### src/hdl/cbs_pkg.sv
// Shared types, constants and the knot reset table of the spline evaluator.
// Depends on nothing; imported by cbs_div, the evaluator top level and its checker.
package cbs_pkg;

  localparam int KNOT_W = 24;
  localparam int COEF_W = 32;
  localparam int BAS_W  = 31;
  localparam int DIFF_W = 25;
  localparam int ACC_W  = 40;
  localparam int QF_W   = 30;

  localparam logic [BAS_W-1:0] Q30_ONE = 31'h4000_0000;

  typedef enum logic [1:0] {
    KIND_COEFF = 2'd0,
    KIND_KNOT  = 2'd1,
    KIND_EVAL  = 2'd2
  } cbs_kind_e;

  // Request to the shared fraction divider
  typedef struct packed {
    logic                     start;
    logic signed [DIFF_W-1:0] num;
    logic signed [DIFF_W-1:0] den;
  } cbs_div_req_t;

  // Knot value after reset; entries past the table repeat the last knot
  function automatic logic signed [KNOT_W-1:0] def_knot(input logic [6:0] idx);
    logic signed [KNOT_W-1:0] v;
    case (idx)
      7'd0:    v = -24'sd12800;
      7'd1:    v = -24'sd7680;
      7'd2:    v = -24'sd2560;
      7'd3:    v = 24'sd0;
      7'd4:    v = 24'sd5120;
      7'd5:    v = 24'sd12800;
      7'd6:    v = 24'sd30720;
      7'd7:    v = 24'sd64000;
      7'd8:    v = 24'sd128000;
      7'd9:    v = 24'sd512000;
      7'd10:   v = 24'sd896000;
      7'd11:   v = 24'sd1280000;
      7'd12:   v = 24'sd1920000;
      7'd13:   v = 24'sd2856960;
      7'd14:   v = 24'sd3502080;
      7'd15:   v = 24'sd4147200;
      7'd16:   v = 24'sd5068800;
      default: v = 24'sd6451200;
    endcase
    return v;
  endfunction

endpackage

### src/hdl/cbs_div.sv
// Shared fraction unit: num/den in Q1.30 clamped to [0, 1], one bit a cycle.
// Depends on cbs_pkg.
module cbs_div
  import cbs_pkg::*;
(
  input  logic             clk_i,
  input  logic             rst_ni,
  input  cbs_div_req_t     req_i,
  output logic             done_o,
  output logic [BAS_W-1:0] quot_o
);

  logic                 busy_q, busy_d;
  logic                 done_q, done_d;
  logic [4:0]           cnt_q, cnt_d;
  logic [DIFF_W-1:0]    rem_q, rem_d;
  logic [DIFF_W-1:0]    den_q, den_d;
  logic [BAS_W-1:0]     quot_q, quot_d;
  logic [DIFF_W:0]      rem2;

  assign rem2 = {rem_q, 1'b0};

  // Resolve trivial fractions at once, else run the restoring loop
  always_comb begin
    busy_d = busy_q;
    done_d = 1'b0;
    cnt_d  = cnt_q;
    rem_d  = rem_q;
    den_d  = den_q;
    quot_d = quot_q;
    if (req_i.start) begin
      den_d = req_i.den;
      rem_d = req_i.num;
      cnt_d = 5'(QF_W);
      if (req_i.den <= 0 || req_i.num <= 0) begin
        quot_d = '0;
        done_d = 1'b1;
      end else if (req_i.num >= req_i.den) begin
        quot_d = Q30_ONE;
        done_d = 1'b1;
      end else begin
        quot_d = '0;
        busy_d = 1'b1;
      end
    end else if (busy_q) begin
      if (rem2 >= {1'b0, den_q}) begin
        rem_d  = DIFF_W'(rem2 - {1'b0, den_q});
        quot_d = {quot_q[BAS_W-2:0], 1'b1};
      end else begin
        rem_d  = DIFF_W'(rem2);
        quot_d = {quot_q[BAS_W-2:0], 1'b0};
      end
      cnt_d = cnt_q - 5'd1;
      if (cnt_q == 5'd1) begin
        busy_d = 1'b0;
        done_d = 1'b1;
      end
    end
  end

  always_ff @(posedge clk_i or negedge rst_ni) begin
    if (!rst_ni) begin
      busy_q <= 1'b0;
      done_q <= 1'b0;
      cnt_q  <= '0;
    end else begin
      busy_q <= busy_d;
      done_q <= done_d;
      cnt_q  <= cnt_d;
    end
  end

  always_ff @(posedge clk_i) begin
    rem_q  <= rem_d;
    den_q  <= den_d;
    quot_q <= quot_d;
  end

  assign done_o = done_q;
  assign quot_o = quot_q;

endmodule

### config.mk
export PLATFORM = sky130hd
export DESIGN_NAME = cbs_div
export DESIGN_NICKNAME = d
export VERILOG_FILES = /design/src/hdl/cbs_pkg.sv /design/src/hdl/cbs_div.sv
export SDC_FILE = /design/constraint.sdc
export NUM_CORES = 1
export LEC_CHECK = 0
export ABC_CLOCK_PERIOD_IN_PS = 3800
export BUFFER_PORTS_ARGS = -buffer_cell sky130_fd_sc_hd__buf_4
export CORE_ASPECT_RATIO = 1.75
export CORE_MARGIN = 1
export CORE_UTILIZATION = 40
export DETAILED_ROUTE_END_ITERATION = 10
export PLACE_DENSITY = 0.56
export SYNTH_ARGS = -nofsm -noshare
export SYNTH_HDL_FRONTEND = slang
export SYNTH_SLANG_ARGS = --single-unit
### constraint.sdc
create_clock -name clk_i -period 3.8 [get_ports clk_i]
set_input_delay 0.76 -clock clk_i [delete_from_list [all_inputs] [get_ports clk_i]]
set_output_delay 0.76 -clock clk_i [all_outputs]
set_load 0.03 [all_outputs]
==> flow_summary_export.csv <==
group,metric,value,unit
run_status,status,"complete, no violations",
sta,tightestPinTransition,1020,ps
floorplanning,die_w,91.7,um
critical_path,worstSetupEndpoint,"rem_q[9]$_DFFE_PP_",
floorplanning,initial_util,40.7,%
sta,relSlewSlack,32.0,%
critical_path,critical_path_required,3880,ps
cells_and_area,fill_count,1366,
placement,hpwl,11.9,mm
global_routing,via_count_of_the_first_global_routing_pass,4729,
worst_hold_path,hp-class,"in2async",
cells_and_area,final_design_area_no_fill,6750,sq um
sta,layout_worst_path_cycle_share,86.6,%
cells_and_area,final_layout_size_suffix_gt1_share,17.8,%
flow_run,max_cap_viols,0,
logic_synthesis,synth.distinct_cells,58,
logic_synthesis,synth_area_per_cell,10.3,sq um
sta,period_minus_slack,3290,ps
floorplanning,rows,57,
power,power_leakage,3.00,nW
clocking,cts_resized,0,
sta,setup_viol,0,
critical_path,critical_path.max_fanout,25,
routing,route.antenna.remaining_nets,0,
floorplanning,die-area,14600,sq um
floorplanning,die-height,159,um
placement,dp.cells,795,
logic_synthesis,async_reset_ff_share,7.95,%
sta,final_hold_viol_count,0,
critical_path,crit_path_start_kind,"register",
cells_and_area,layout.cells.most_common_list,"88 x buf_4, 81 x edfxtp_1, 57 x inv_1",
cells_and_area,sequential_cell_area,2610,sq um
clocking,cts_hold_buffers,0,
cells_and_area,layout_commonest_cell,"buf_4",
logic_synthesis,synth_ff_type,"edfxtp_1",
critical_path,worstSetupEndpointType,"register",
critical_path,worstSetupStartpoint,"rem_q[0]$_DFFE_PP_",
power,power_density,636,nW/um^2
routing,finalWirelength,15.4,mm
logic_synthesis,synth_nets,656,
placement,dp_worst_setup_slack,532,ps
sta,max_freq,304,MHz
clocking,tritoncts_num_sinks,88,
cells_and_area,multi_input_area,2730,sq um
clocking,cts-root-buf,"clkbuf_16",
global_routing,grt_antenna_before_repair,0,
sta,finClkSkew,4.07,ps
clocking,clk_latency,350,ps
sta,fin_setup_tns,0,ps
placement,placement.io_buffers,84,
global_routing,grt_start_max_net_pins,93,
logic_synthesis,seq_area_frac_synth,46.2,%
critical_path,criticalPathCategory,"reg2reg",
routing,via_per_inst,5.54,
placement,routabilityCongestion,0.894,
critical_path,worst-r2r-setup-slack,510,ps
logic_synthesis,yosysWarningCount,0,
cells_and_area,final_cells,811,
clocking,clk_transition_reported_paths,70,ps
floorplanning,floorplan.core_area,13800,sq um
logic_synthesis,syn-cell-area,5640,sq um
routing,drt_iter0_drc,213,
cells_and_area,syn_to_final_growth,19.8,%
clocking,post-cts-setup-buffer-count,0,
clocking,htree_num_levels,3,
critical_path,regToRegStartpoint,"rem_q[0]$_DFFE_PP_",
sta,final_max_slew_viol_count,0,
global_routing,wire_length_of_the_first_global_routing_pass,24.4,mm
global_routing,grt.total_usage,22.0,%
clocking,cts_tree,"built",
global_routing,globalRouteOverflowTotal,0,
sta,hold_ws,212,ps
critical_path,reg2reg_depth,11,
sta,unrepaired_setup_endpoints_after_global_routing,"false",
clocking,max-clock-path-buffers,2,
logic_synthesis,post_synth_edffs,81,
sta,finalWorstSetupSlack,511,ps
power,total_power,4.30,mW
cells_and_area,final_util,48.8,%
cells_and_area,numnets_final,735,
power,max-vdd-ir-drop,0.321,mV
routing,avgRoutedWirePerCell,19.0,um
cells_and_area,n_diodes,0,
logic_synthesis,postSynthCellCount,550,
routing,firstDrtPassIters,5,
critical_path,cp.arrival,3370,ps
routing,dr_total_vias,4495,
clocking,tritoncts.num_buffers,9,
routing,drc_violation_count_after_routing,0,
critical_path,r2r_end,"rem_q[9]$_DFFE_PP_",
floorplanning,io_pins,85,
placement,placed_area,6450,sq um
logic_synthesis,synth.ff_latch_count,88,
-- Yosys cell counts (5+ instances only) --
cell type / n / area [sq um]
a21o_1: 15 / 113
a21oi_1: 31 / 155
a31oi_1: 7 / 43.8
buf_2: 5 / 25.0
clkbuf_1: 14 / 52.6
dfrtp_1: 7 / 175
edfxtp_1: 81 / 2430
ha_1: 52 / 651
inv_1: 57 / 214
mux2i_1: 8 / 80.1
nand2_1: 46 / 173
nand3_1: 22 / 110
nand4_1: 7 / 43.8
nor2_1: 16 / 60.1
nor2b_1: 36 / 225
nor3_1: 10 / 50.1
nor4_1: 12 / 75.1
o211ai_1: 5 / 37.5
o21ai_0: 19 / 95.1
o21ai_1: 7 / 35.0
o311ai_1: 11 / 96.3
xnor2_1: 12 / 105
xor2_1: 14 / 123
-- state kept, by name, indices dropped and copies added (netlist names) --
signal	cells
busy_q	1
done_o	1
den_q	25
rem_q	25
cnt_q	5
quot_o	31
-- how the worst min path moves through the flow --
stage	startpoint	to	slack, ps
floorplan	rst_ni	busy_q$_DFFE_PN0P_	460
global placement	cnt_q[4]$_DFFE_PN0P_	cnt_q[4]$_DFFE_PN0P_	510
detailed placement	cnt_q[4]$_DFFE_PN0P_	cnt_q[4]$_DFFE_PN0P_	500
CTS	rst_ni	cnt_q[1]$_DFFE_PN0P_	200
global route	rst_ni	cnt_q[1]$_DFFE_PN0P_	210
finish	rst_ni	cnt_q[1]$_DFFE_PN0P_	210
-- worst max-delay path, cell delays in order, from the launching register on --
cell and delay, ps:
edfxtp_1 370, inv_1 90, fa_1 470, nand2b_1 180
a21o_1 200, a2111oi_2 380, o2111a_1 240, nand2b_2 150
a41oi_4 230, buf_4 300, a31oi_1 270, o21ai_1 120
-- layout make-up --
cell class | count | area share [%]
Tap cell | 177 | 3.28
Clock buffer | 10 | 3.71
Multi-Input combinational cell | 383 | 40.4
Sequential cell | 88 | 38.6
Inverter | 58 | 3.22
Timing Repair Buffer | 89 | 10.1
Clock inverter | 6 | 0.686
-- metal layers --
layer / up-vias / wire length (um) / GRT usage (%)
met2: 131 / 8260 / 40.2
li1: 2162 / - / -
met5: - / 0 / 0
met4: 0 / 711 / 12.1
met3: 39 / 676 / 3.92
met1: 2163 / 5740 / 23.5
-- cell families (layout without fill, tap and decap cells) --
family,after synthesis,after routing,share of synthesized area [%]
DFF,88,88,46.2
and+or+nand+nor,170,170,15.6
AOI/OAI and AO/OA,125,125,15.0
adders and majority gates,53,53,11.9
xor gates and xnor gates,26,26,4.04
buffers and inverters,79,163,5.57
muxes,9,9,1.62
-- report_power, final --
| part | leakage, nW | internal (mW) | switching, mW | total (mW) |
|---|---|---|---|---|
| combinational | 1.89 | 0.809 | 1.18 | 1.99 |
| clock | 0.149 | 0.490 | 0.404 | 0.893 |
| sequential | 0.963 | 1.30 | 0.119 | 1.42 |
Note: power is estimated with default switching activity, not from simulation.
