**src/hdl/cbs_ram.sv**
```systemverilog
// Generic single-port-write, single-port-read RAM with registered read data.
// Depends on nothing; used for the knot, coefficient and basis stores.
module cbs_ram #(
  parameter int WIDTH = 32,
  parameter int DEPTH = 16,
  localparam int AW = (DEPTH > 1) ? $clog2(DEPTH) : 1
) (
  input  logic             clk_i,
  input  logic             we_i,
  input  logic [AW-1:0]    waddr_i,
  input  logic [WIDTH-1:0] wdata_i,
  input  logic [AW-1:0]    raddr_i,
  output logic [WIDTH-1:0] rdata_o
);

  logic [WIDTH-1:0] mem_q [DEPTH];
  logic [WIDTH-1:0] rdata_q;

  // Write one entry; read one entry, registered, in the cycle after its address
  always_ff @(posedge clk_i) begin
    if (we_i) begin
      mem_q[waddr_i] <= wdata_i;
    end
    rdata_q <= mem_q[raddr_i];
  end

  assign rdata_o = rdata_q;

endmodule

```
**config.mk**
```make
export PLATFORM = sky130hd
export DESIGN_NAME = cbs_ram
export DESIGN_NICKNAME = d
export VERILOG_FILES = /design/src/hdl/cbs_ram.sv
export SDC_FILE = /design/constraint.sdc
export NUM_CORES = 1
export LEC_CHECK = 0
export BUFFER_PORTS_ARGS = -buffer_cell sky130_fd_sc_hd__buf_2
export CAP_MARGIN = 20
export CORE_MARGIN = 2
export CORE_UTILIZATION = 50
export CTS_BUF_LIST = sky130_fd_sc_hd__clkbuf_8
export CTS_CLUSTER_DIAMETER = 100
export DETAILED_ROUTE_END_ITERATION = 10
export PLACE_DENSITY_LB_ADDON = 0.2
export SYNTH_ARGS = -nofsm -noshare
export SYNTH_HDL_FRONTEND = slang
export SYNTH_SLANG_ARGS = --single-unit
```
**constraint.sdc**
```tcl
create_clock -name clk_i -period 8.3 [get_ports clk_i]
set_clock_uncertainty 0.2 [all_clocks]
set_input_delay 0.83 -clock clk_i [delete_from_list [all_inputs] [get_ports clk_i]]
set_output_delay 0.83 -clock clk_i [all_outputs]
set_load 0.01 [all_outputs]
```
==> results of run 1 <==
[synth_stat cells, drive strengths merged]
| cell | number |
|---|---|
| or3b | 1 |
| mux4 | 128 |
| and2 | 1 |
| dfxtp | 32 |
| nand3 | 1 |
| nor2b | 2 |
| edfxtp | 512 |
| buf | 26 |
| clkbuf | 17 |
| nor3 | 4 |
| nor2 | 13 |
| nand3b | 2 |
| a22oi | 64 |
| nand2b | 2 |
| nand2 | 33 |
[cell families (layout without fill, tap and decap cells)]
group           count (synthesis)  count (layout)  share of synthesized area [%]
flops                         544             544                           80.7
mux                           128             128                           14.5
buf+inv                        43             257                           1.12
simple gates                   59              59                           1.27
other cells                     0               1                              0
compound gates                 64              64                           2.42
[final cells by class]
| class | instances | area, um^2 | area share [%] |
|---|---|---|---|
| antenna | 1 | 2.50 | 0.0111 |
| clock buffer | 100 | 1380 | 6.09 |
| clock inverter | 61 | 267 | 1.18 |
| multi-input combinational | 251 | 3750 | 16.6 |
| sequential | 544 | 16000 | 70.8 |
| tap | 518 | 648 | 2.87 |
| timing repair buffer | 96 | 553 | 2.45 |
[flip-flops by register name (all words and copies together), names as in the netlist]
name	count
mem_q	512
rdata_o	32
[routing by layer]
| metal | vias up | wire [um] | GRT usage, % | part of all wire [%] |
|---|---|---|---|---|
| met4 | 2 | 599 | 6.39 | 1.5 |
| li1 | 3875 | - | - | - |
| met5 | - | 7 | 0 | 0.017 |
| met1 | 4764 | 17200 | 28.3 | 42 |
| met3 | 46 | 2430 | 3.84 | 6.0 |
| met2 | 296 | 20300 | 32.8 | 50 |
[path summary, 6_finish.rpt]
| kind | from | end | slack, ps | cells after the start |
|---|---|---|---|---|
| min | wdata_i[11] | mem_q[1][11] | 380 | 1 |
| max reg2reg | mem_q[11][26] | rdata_o[26] | 6740 | 3 |
| max | raddr_i[0] | rdata_o[21] | 5390 | 5 |
| min reg2reg | mem_q[14][13] | rdata_o[13] | 460 | 3 |
[power groups by stage]
stage	Combinational, mW	Clock [mW]	Sequential [mW]
finish	0.261	2.11	3.09
global route	0.285	2.29	3.10
CTS	0.268	2.17	3.09
detailed placement	0.267	0	3.15
global placement	0.263	0	3.15
floorplan	0.147	0	3.15
==> results.toml, run 1 <==
[die]
initial_core_util_pct = 51.0
fp.coreArea_mm2 = 0.0389
die_h_um = 203
rows = 72
die_w_um = 203
ios = 74
die_area_mm2 = 0.0413

[timing]
hold_viol = 0
worst_slew_pin_slew_ps = 1090
clock.fmax_mhz = 344
setup_viol = 0
timing.hold.ws_ps = 376
final.setup.tns_ps = 0
drv_slew = 0
setup_slack_ps = 5390
fin_crit_sh_pct = 35.0
rsz0062_at_grt = "no"
slew_headroom_pct = 27.5
min_period_ps = 2910

[critical_path]
cp_max_fo = 53
endpoint_kind = "flop"
cp_slowest_cell = "buf_4"
worstPathRequired_ps = 8600
cpPeakStageDelay_ps = 860
critPathTopFamily = "buffers and inverters"
critPathLaunchType = "input pin"
crit_type = "in -> reg"
cp.arrival_ps = 3210
path_cells = "clkbuf_8 -> buf_4 -> mux4_2 -> a22oi_1 -> nand2_1"
path_buf_inv = 2

[power]
power.density_mw_per_mm2 = 242
p_leak_nw = 7.42
comb_power_share_pct = 4.8
netSwitchingPower_mw = 1.18
ir_drop_v = 0.000118
power.internal_mw = 4.28
p_seq_share_pct = 56.6
p_clk_share_pct = 38.6
report.power.total_mw = 5.46
switching_share_pct = 21.6

[run_status]
status = "finished clean"

[layout]
layout_commonest_cell = "edfxtp_1"
n_fill_cell = 2884
areaGrowthSynthToFinish_pct = 13.9
utilization_pct = 58.1
nets = 1022
drive_above_1_share_pct = 33.9
stdcell_count = 1571
mostFrequentLayoutCells = "edfxtp_1, mux4_2, clkbuf_8"
fin_area_mm2 = 0.0226

[placement]
dp_hpwl_um = 19500
port_buffers = 73
place_area_mm2 = 0.0210
place_inst = 1409
place.gp.congestion = 0.675
pre_cts_slack_ps = 4650

[yosys]
netlist.area_leader.share_pct = 77.4
yosysWarnings = 0
yosysUniqueCellTypes = 18
yosysTopAreaCell = "edfxtp_1"
synth_area_mm2 = 0.0199
synth_area_per_cell_um2 = 23.7
synth_nets = 880
ys_seq_area_share_pct = 80.7
synth_top_cells_by_area = "edfxtp_1, mux4_2, dfxtp_1"
synth-seq-cells = 544
netlist_instances = 838

[clock_tree]
postCtsSetupBuffers = 0
holdBufCountCts = 0
cts_root_buf = "clkbuf_8"
cts_made_buffers = 87
clockBufferDepth = 3
cts_sinks = 544
clkTransAtPathRegs_ps = 60
cts_tree = "done"
worstSkewPairLatency_ps = 620
h-tree-depth = 3
post_cts_resized = 0

[routing]
drt_iter0_drc = 776
routed_wl_um = 40500
vias_per_cell = 5.72
ant_nets = 0
drc = 0
dr.pass1.iters = 5
wire_per_inst_um = 25.8
via_count = 8983

[global_routing]
grt_util_all_layers_pct = 20.2
grt-ovfl-total = 0
antenna_found_initial = 1
grt_max_degree = 68
grt_pass1_vias = 9468
grt_pass1_wl_um = 60100

[min_path]
hold_class = "in -> reg"

[flow_run]
drv_cap = 0
(Power assumes the default switching activity.)
==> inputs of run 2 (changes only) <==
- ABC_AREA: default -> 1
- clock period: 8.3 -> 2.8 ns (I/O delays scaled with it)
==> run 2 against run 1 <==
Combinational power rose to 4.3 times the previous value. Non-clock buffer count rose by 56. Critical path type unchanged. Area after synthesis increased by 14%. Cell count up 87%. Synthesized cell count grew to 2.5 times the previous value. Sequential power rose to 3.0 times the previous value. Cell area increased by 14%. Highest routed layer unchanged. Largest cell class unchanged. Via count grew 64%. Critical path depth up 5. Register-to-register slack worse by 5300 ps. Clock-buffer cell count down 5.
==> results.toml, run 2 <==
[critical_path]
path_cells = "dlygate4sd3_1 -> clkbuf_8 -> inv_6 -> buf_12 -> nand2_1 -> nand2_1 -> nand2_1 -> nand3_1 -> nand3_1 -> nand2_1"
reg2reg_depth = 6
path_buf_inv = 4
critPathTopFamily = "buffers and inverters"
r2r_start = "mem_q[9][8]"
worstReg2RegEnd = "rdata_o[8]"
endpoint_kind = "flop"
cp_max_fo = 60
critPathLaunchType = "input pin"
crit_type = "in -> reg"
cp_slowest_cell = "dlygate4sd3_1"
worstPathRequired_ps = 3190
cp.arrival_ps = 2340
cpPeakStageDelay_ps = 550
rrSetupSlack_ps = 1490
cp_common_cell = "nand2_1"
cp.depth = 10
startpoint = "raddr_i[0]"

[yosys]
synth_area_mm2 = 0.0227
synth_nets = 2162
synth-seq-cells = 544
synth-simple-area-share_pct = 20.0
ys.flop_type = "edfxtp_1"
synth_area_per_cell_um2 = 10.7
netlist_instances = 2120
synth-compound-area-share_pct = 0
synthAdderAreaFrac_pct = 0
synth_enable_flop_cells = 512
yosysWarnings = 0
synth_top_cells_by_area = "edfxtp_1, nand2_1, nand3_1"
netlist.area_leader.share_pct = 67.6
netlist_top_cells_count = "nand2_1, edfxtp_1, inv_1, nand3_1, buf_2"
synth_xor_area_share_pct = 0
async_flop_share_pct = 0
synthMuxAreaShare_pct = 0
yosysUniqueCellTypes = 15
ys_seq_area_share_pct = 70.5
yosysTopAreaCell = "edfxtp_1"
yosysMostFrequentCell = "nand2_1"
synth_top_family_by_area = "simple AND/OR/NAND/NOR gates"

[placement]
place.gp.congestion = 0.830
dp_hpwl_um = 28700
place_area_mm2 = 0.0238
port_buffers = 73

[die]
die_h_um = 217
fp.coreArea_mm2 = 0.0451
ios = 74
rows = 78
die_area_mm2 = 0.0472
initial_core_util_pct = 50.4
die_w_um = 217

[routing]
drc = 0
vias_per_cell = 5.03
dr.pass1.iters = 5
routed_wl_um = 52700
via_count = 14800
drt_iter0_drc = 1222
ant_nets = 0
wire_per_inst_um = 17.9

[global_routing]
grt_util_all_layers_pct = 23.0
grt-ovfl-total = 0
grt_pass1_wl_um = 82300
grt_max_degree = 129
antenna_found_initial = 3
grt_pass1_vias = 14900

[layout]
areaGrowthSynthToFinish_pct = 13.4
mostFrequentLayoutCells = "nand2_1, edfxtp_1, inv_1"
n_fill_cell = 3788
largest_reg_flops = 512
layout_commonest_cell = "nand2_1"
fin_area_mm2 = 0.0258
drive_above_1_share_pct = 10.4
regMostFlops = "mem_q"
nets = 2300

[clock_tree]
cts_tree = "done"
clkTransAtPathRegs_ps = 60
postCtsSetupBuffers = 0
cts_root_buf = "clkbuf_8"
clockBufferDepth = 3
worstSkewPairLatency_ps = 670
h-tree-depth = 3
cts_sinks = 544
cts_made_buffers = 89

[min_path]
worstHoldStart = "raddr_i[3]"
hold-path-endpoint = "rdata_o[27]"
min_path_cells = 4
hold_class = "in -> reg"

[power]
p_leak_nw = 11.2
ir_drop_v = 0.000505
power.density_mw_per_mm2 = 643

[flow_run]
drv_cap = 0

[timing]
drv_slew = 0
setup_viol = 0
clock.fmax_mhz = 514
slew_headroom_pct = 49.7
min_period_ps = 1940
hold_viol = 0
worst_slew_pin_slew_ps = 754
fin_crit_sh_pct = 69.4
final.setup.tns_ps = 0
rsz0062_at_grt = "no"

[run_status]
status = "finished clean"
## run 2: cell types whose count changed in the layout (fill, tap and decap cells not counted), sizes merged, moves of 34 or more
cell         before  now
inv              40  439
nand2            33  677
nand3             1  385
dlygate4sd3       0   34
mux4            128    0
a22oi            64    0
## run 2: repair_timing
item | 4_1_cts | 5_1_grt
hold buffers | 34 | 0
hold endpoints to repair | 521 | 0
resized for setup | 0 | 0
## run 2: per-stage QoR
step                      total power [mW]  hold slack [ps]  cells  utilization [%]  setup slack, ps
final                                 16.6             73.8   2935             57.2              856
after global routing                  17.2             66.1   2933             57.1              781
after CTS                             16.7             24.6   2933             57.1              938
after detailed placement              10.4              451   2733             52.8              706
after global placement                10.4              440   2733             52.8              756
after floorplan                       9.97              179   2120                -              327
## run 2: how the worst max path moves through the flow
| stage | to | slack [ps] |
|---|---|---|
| after CTS | rdata_o[29] | 940 |
| after floorplan | mem_q[10][0] | 330 |
| after global placement | mem_q[11][23] | 760 |
| final | rdata_o[26] | 860 |
| after detailed placement | mem_q[11][13] | 710 |
| after global routing | rdata_o[26] | 780 |
## run 2: per-layer routing
layer	track usage, %	routed length [um]	vias to the layer above
met3	4.07	3280	109
met1	29.5	22200	7079
met4	9.98	1850	2
li1	-	-	7134
met5	0	5	-
met2	38.5	25400	438
## run 2: power by group
| part | total (mW) | switching [mW] | internal, mW |
|---|---|---|---|
| logic | 1.11 | 0.775 | 0.335 |
| registers | 9.16 | 0.0571 | 9.11 |
| clock network | 6.30 | 3.08 | 3.22 |
| total | 16.6 | 3.91 | 12.7 |
## run 2: final cells by class
| type | count | area, um^2 | area share, % |
|---|---|---|---|
| inverter | 390 | 1470 | 5.71 |
| sequential | 544 | 16000 | 62.1 |
| tap | 600 | 751 | 2.91 |
| timing repair buffer | 152 | 1230 | 4.77 |
| clock buffer | 95 | 1310 | 5.07 |
| multi-input combinational | 1081 | 4670 | 18.1 |
| antenna | 2 | 5.00 | 0.0194 |
| clock inverter | 71 | 325 | 1.26 |
## run 2: worst min-delay path: cells and delay by family
family                 cells  cell delay, ps
buffers and inverters      2             400
and+or+nand+nor            2             190
## run 2: cells by family after synthesis
family | after synthesis
DFF | 544
buffers and inverters | 495
and+or+nand+nor | 1081
==> inputs of run 3 (changes only) <==
- ABC_AREA: 1 -> 0
- clock period: 2.8 -> 1.7 ns (I/O delays scaled with it)
==> run 3 against run 2 <==
Utilization is 4.6 points higher. Critical path depth is 4 lower. Flip-flop and latch count stayed put. Sequential power is 65% higher. Via count is 36% lower. Worst setup slack worse by 840 ps. Total power is 62% higher.
==> results.toml, run 3 (synthesized netlist as in run 1, its figures left out) <==
[die]
rows = 72
initial_core_util_pct = 51.0
ios = 74
die_area_mm2 = 0.0413
die_w_um = 203
die_h_um = 203
fp.coreArea_mm2 = 0.0389

[critical_path]
critPathLaunchType = "input pin"
endpoint_kind = "flop"
cp_max_fo = 10
r2r_start = "mem_q[3][6]"
worstPathRequired_ps = 1830
startpoint = "waddr_i[2]"
cp.arrival_ps = 1810
crit_type = "in -> reg"

[global_routing]
top_usage_layer = "met2"
grt_util_met1_pct = 31.4
met2_usage_pct = 32.7
grt-ovfl-total = 0
gr-usage-met3_pct = 3.77
grt_util_all_layers_pct = 21.2
antenna_found_initial = 1
grt_max_degree = 33
grt_pass1_vias = 10100
grt_pass1_wl_um = 62900

[power]
p_clk_share_pct = 38.2
power.density_mw_per_mm2 = 1120
switching_share_pct = 21.7
comb_power_share_pct = 5.8
report.power.total_mw = 26.9
netSwitchingPower_mw = 5.84
p_seq_share_pct = 56.0
power.internal_mw = 21.1
ir_drop_v = 0.000502
p_leak_nw = 8.01

[clock_tree]
postCtsSetupBuffers = 0
cts_tree = "done"
cts_sinks = 544
clkTransAtPathRegs_ps = 60
clockBufferDepth = 3
cts_root_buf = "clkbuf_8"
h-tree-depth = 3
cts_made_buffers = 85
worstSkewPairLatency_ps = 630

[routing]
drc = 0
drt_iter0_drc = 1023
dr.pass1.iters = 5
vias_per_cell = 5.67
routed_wl_um = 42000
via_count = 9425
ant_nets = 0
wire_per_inst_um = 25.3

[layout]
stdcell_count = 1661
regMostFlops = "mem_q"
largest_reg_flops = 512
fin_area_mm2 = 0.0240
utilization_pct = 61.8
mostFrequentLayoutCells = "edfxtp_1, mux4_2, clkbuf_8"
nets = 1115
antenna_cells = 0
drive_above_1_share_pct = 36.5
layout_commonest_cell = "edfxtp_1"
areaGrowthSynthToFinish_pct = 21.1

[placement]
port_buffers = 73
place.gp.congestion = 0.713
place_inst = 1466
place_area_mm2 = 0.0220
dp_hpwl_um = 23100

[timing]
hold_viol = 0
drv_slew = 0
timing.hold.ws_ps = 50.9
worst_slew_pin_slew_ps = 441
clock.fmax_mhz = 594
rsz0062_at_grt = "no"
fin_crit_sh_pct = 99.1
setup_viol = 0
min_period_ps = 1680
slew_headroom_pct = 70.6

[run_status]
status = "finished clean"

[min_path]
worstHoldStart = "waddr_i[1]"
hold_class = "in -> reg"

[flow_run]
drv_cap = 0
[run 3: cell count changes in the layout (fill, tap and decap cells not counted), sizes merged, moves of 4 or more]
cell and delta:
nor3 +4, buf +35, inv -404, clkinv +4
nand2 -644, a22oi +64, nand3 -384, nor2 -4
mux4 +128, dlygate4sd3 +4
[run 3: power by group through the flow]
stage	clock, mW	combinational, mW	sequential [mW]
after detailed placement	0	1.51	15.4
after CTS	10.5	1.58	15.1
after global routing	11.1	1.68	15.1
final	10.3	1.56	15.1
after floorplan	0	0.742	15.4
after global placement	0	1.49	15.4
[run 3: metrics by stage]
stage / setup WS (ps) / setup TNS, ps
final: 15.5 / 0
after global routing: 5.27 / 0
after CTS: 41.6 / 0
after detailed placement: -203 / -11790
after global placement: -194 / -10310
after floorplan: -379 / -40120
[run 3: area by class of cell]
cell class | instances | area [um^2]
Sequential cell | 544 | 16000
Clock inverter | 61 | 307
Multi-Input combinational cell | 251 | 3790
Fill cell | 2727 | 14900
Timing Repair Buffer | 191 | 1950
Clock buffer | 96 | 1320
Tap cell | 518 | 648
[run 3: layer usage]
layer  share of wire, %  wire, um
met1                 44     18600
met2                 48     20000
met3                6.6      2760
met4                1.5       624
met5              0.031        13
[run 3: worst paths after layout]
path / endpoint / slack [ps] / cells past startpoint
hold reg to reg: rdata_o[14] / 470 / 3
hold / removal: mem_q[12][4] / 50 / 4
setup / recovery: mem_q[1][19] / 20 / 6
setup reg to reg: rdata_o[6] / 130 / 3
[run 3: worst max-delay path, stage by stage]
cell           delay [ps]
dlygate4sd3_1         530
buf_2                 130
or3b_4                430
buf_12                150
nor2_4                200
buf_12                200
[run 3: what timing repair did]
action	CTS	global route
gates resized for setup	0	1
endpoints found under the setup margin	0	11
hold buffers	38	0
endpoints found under the hold margin	587	0
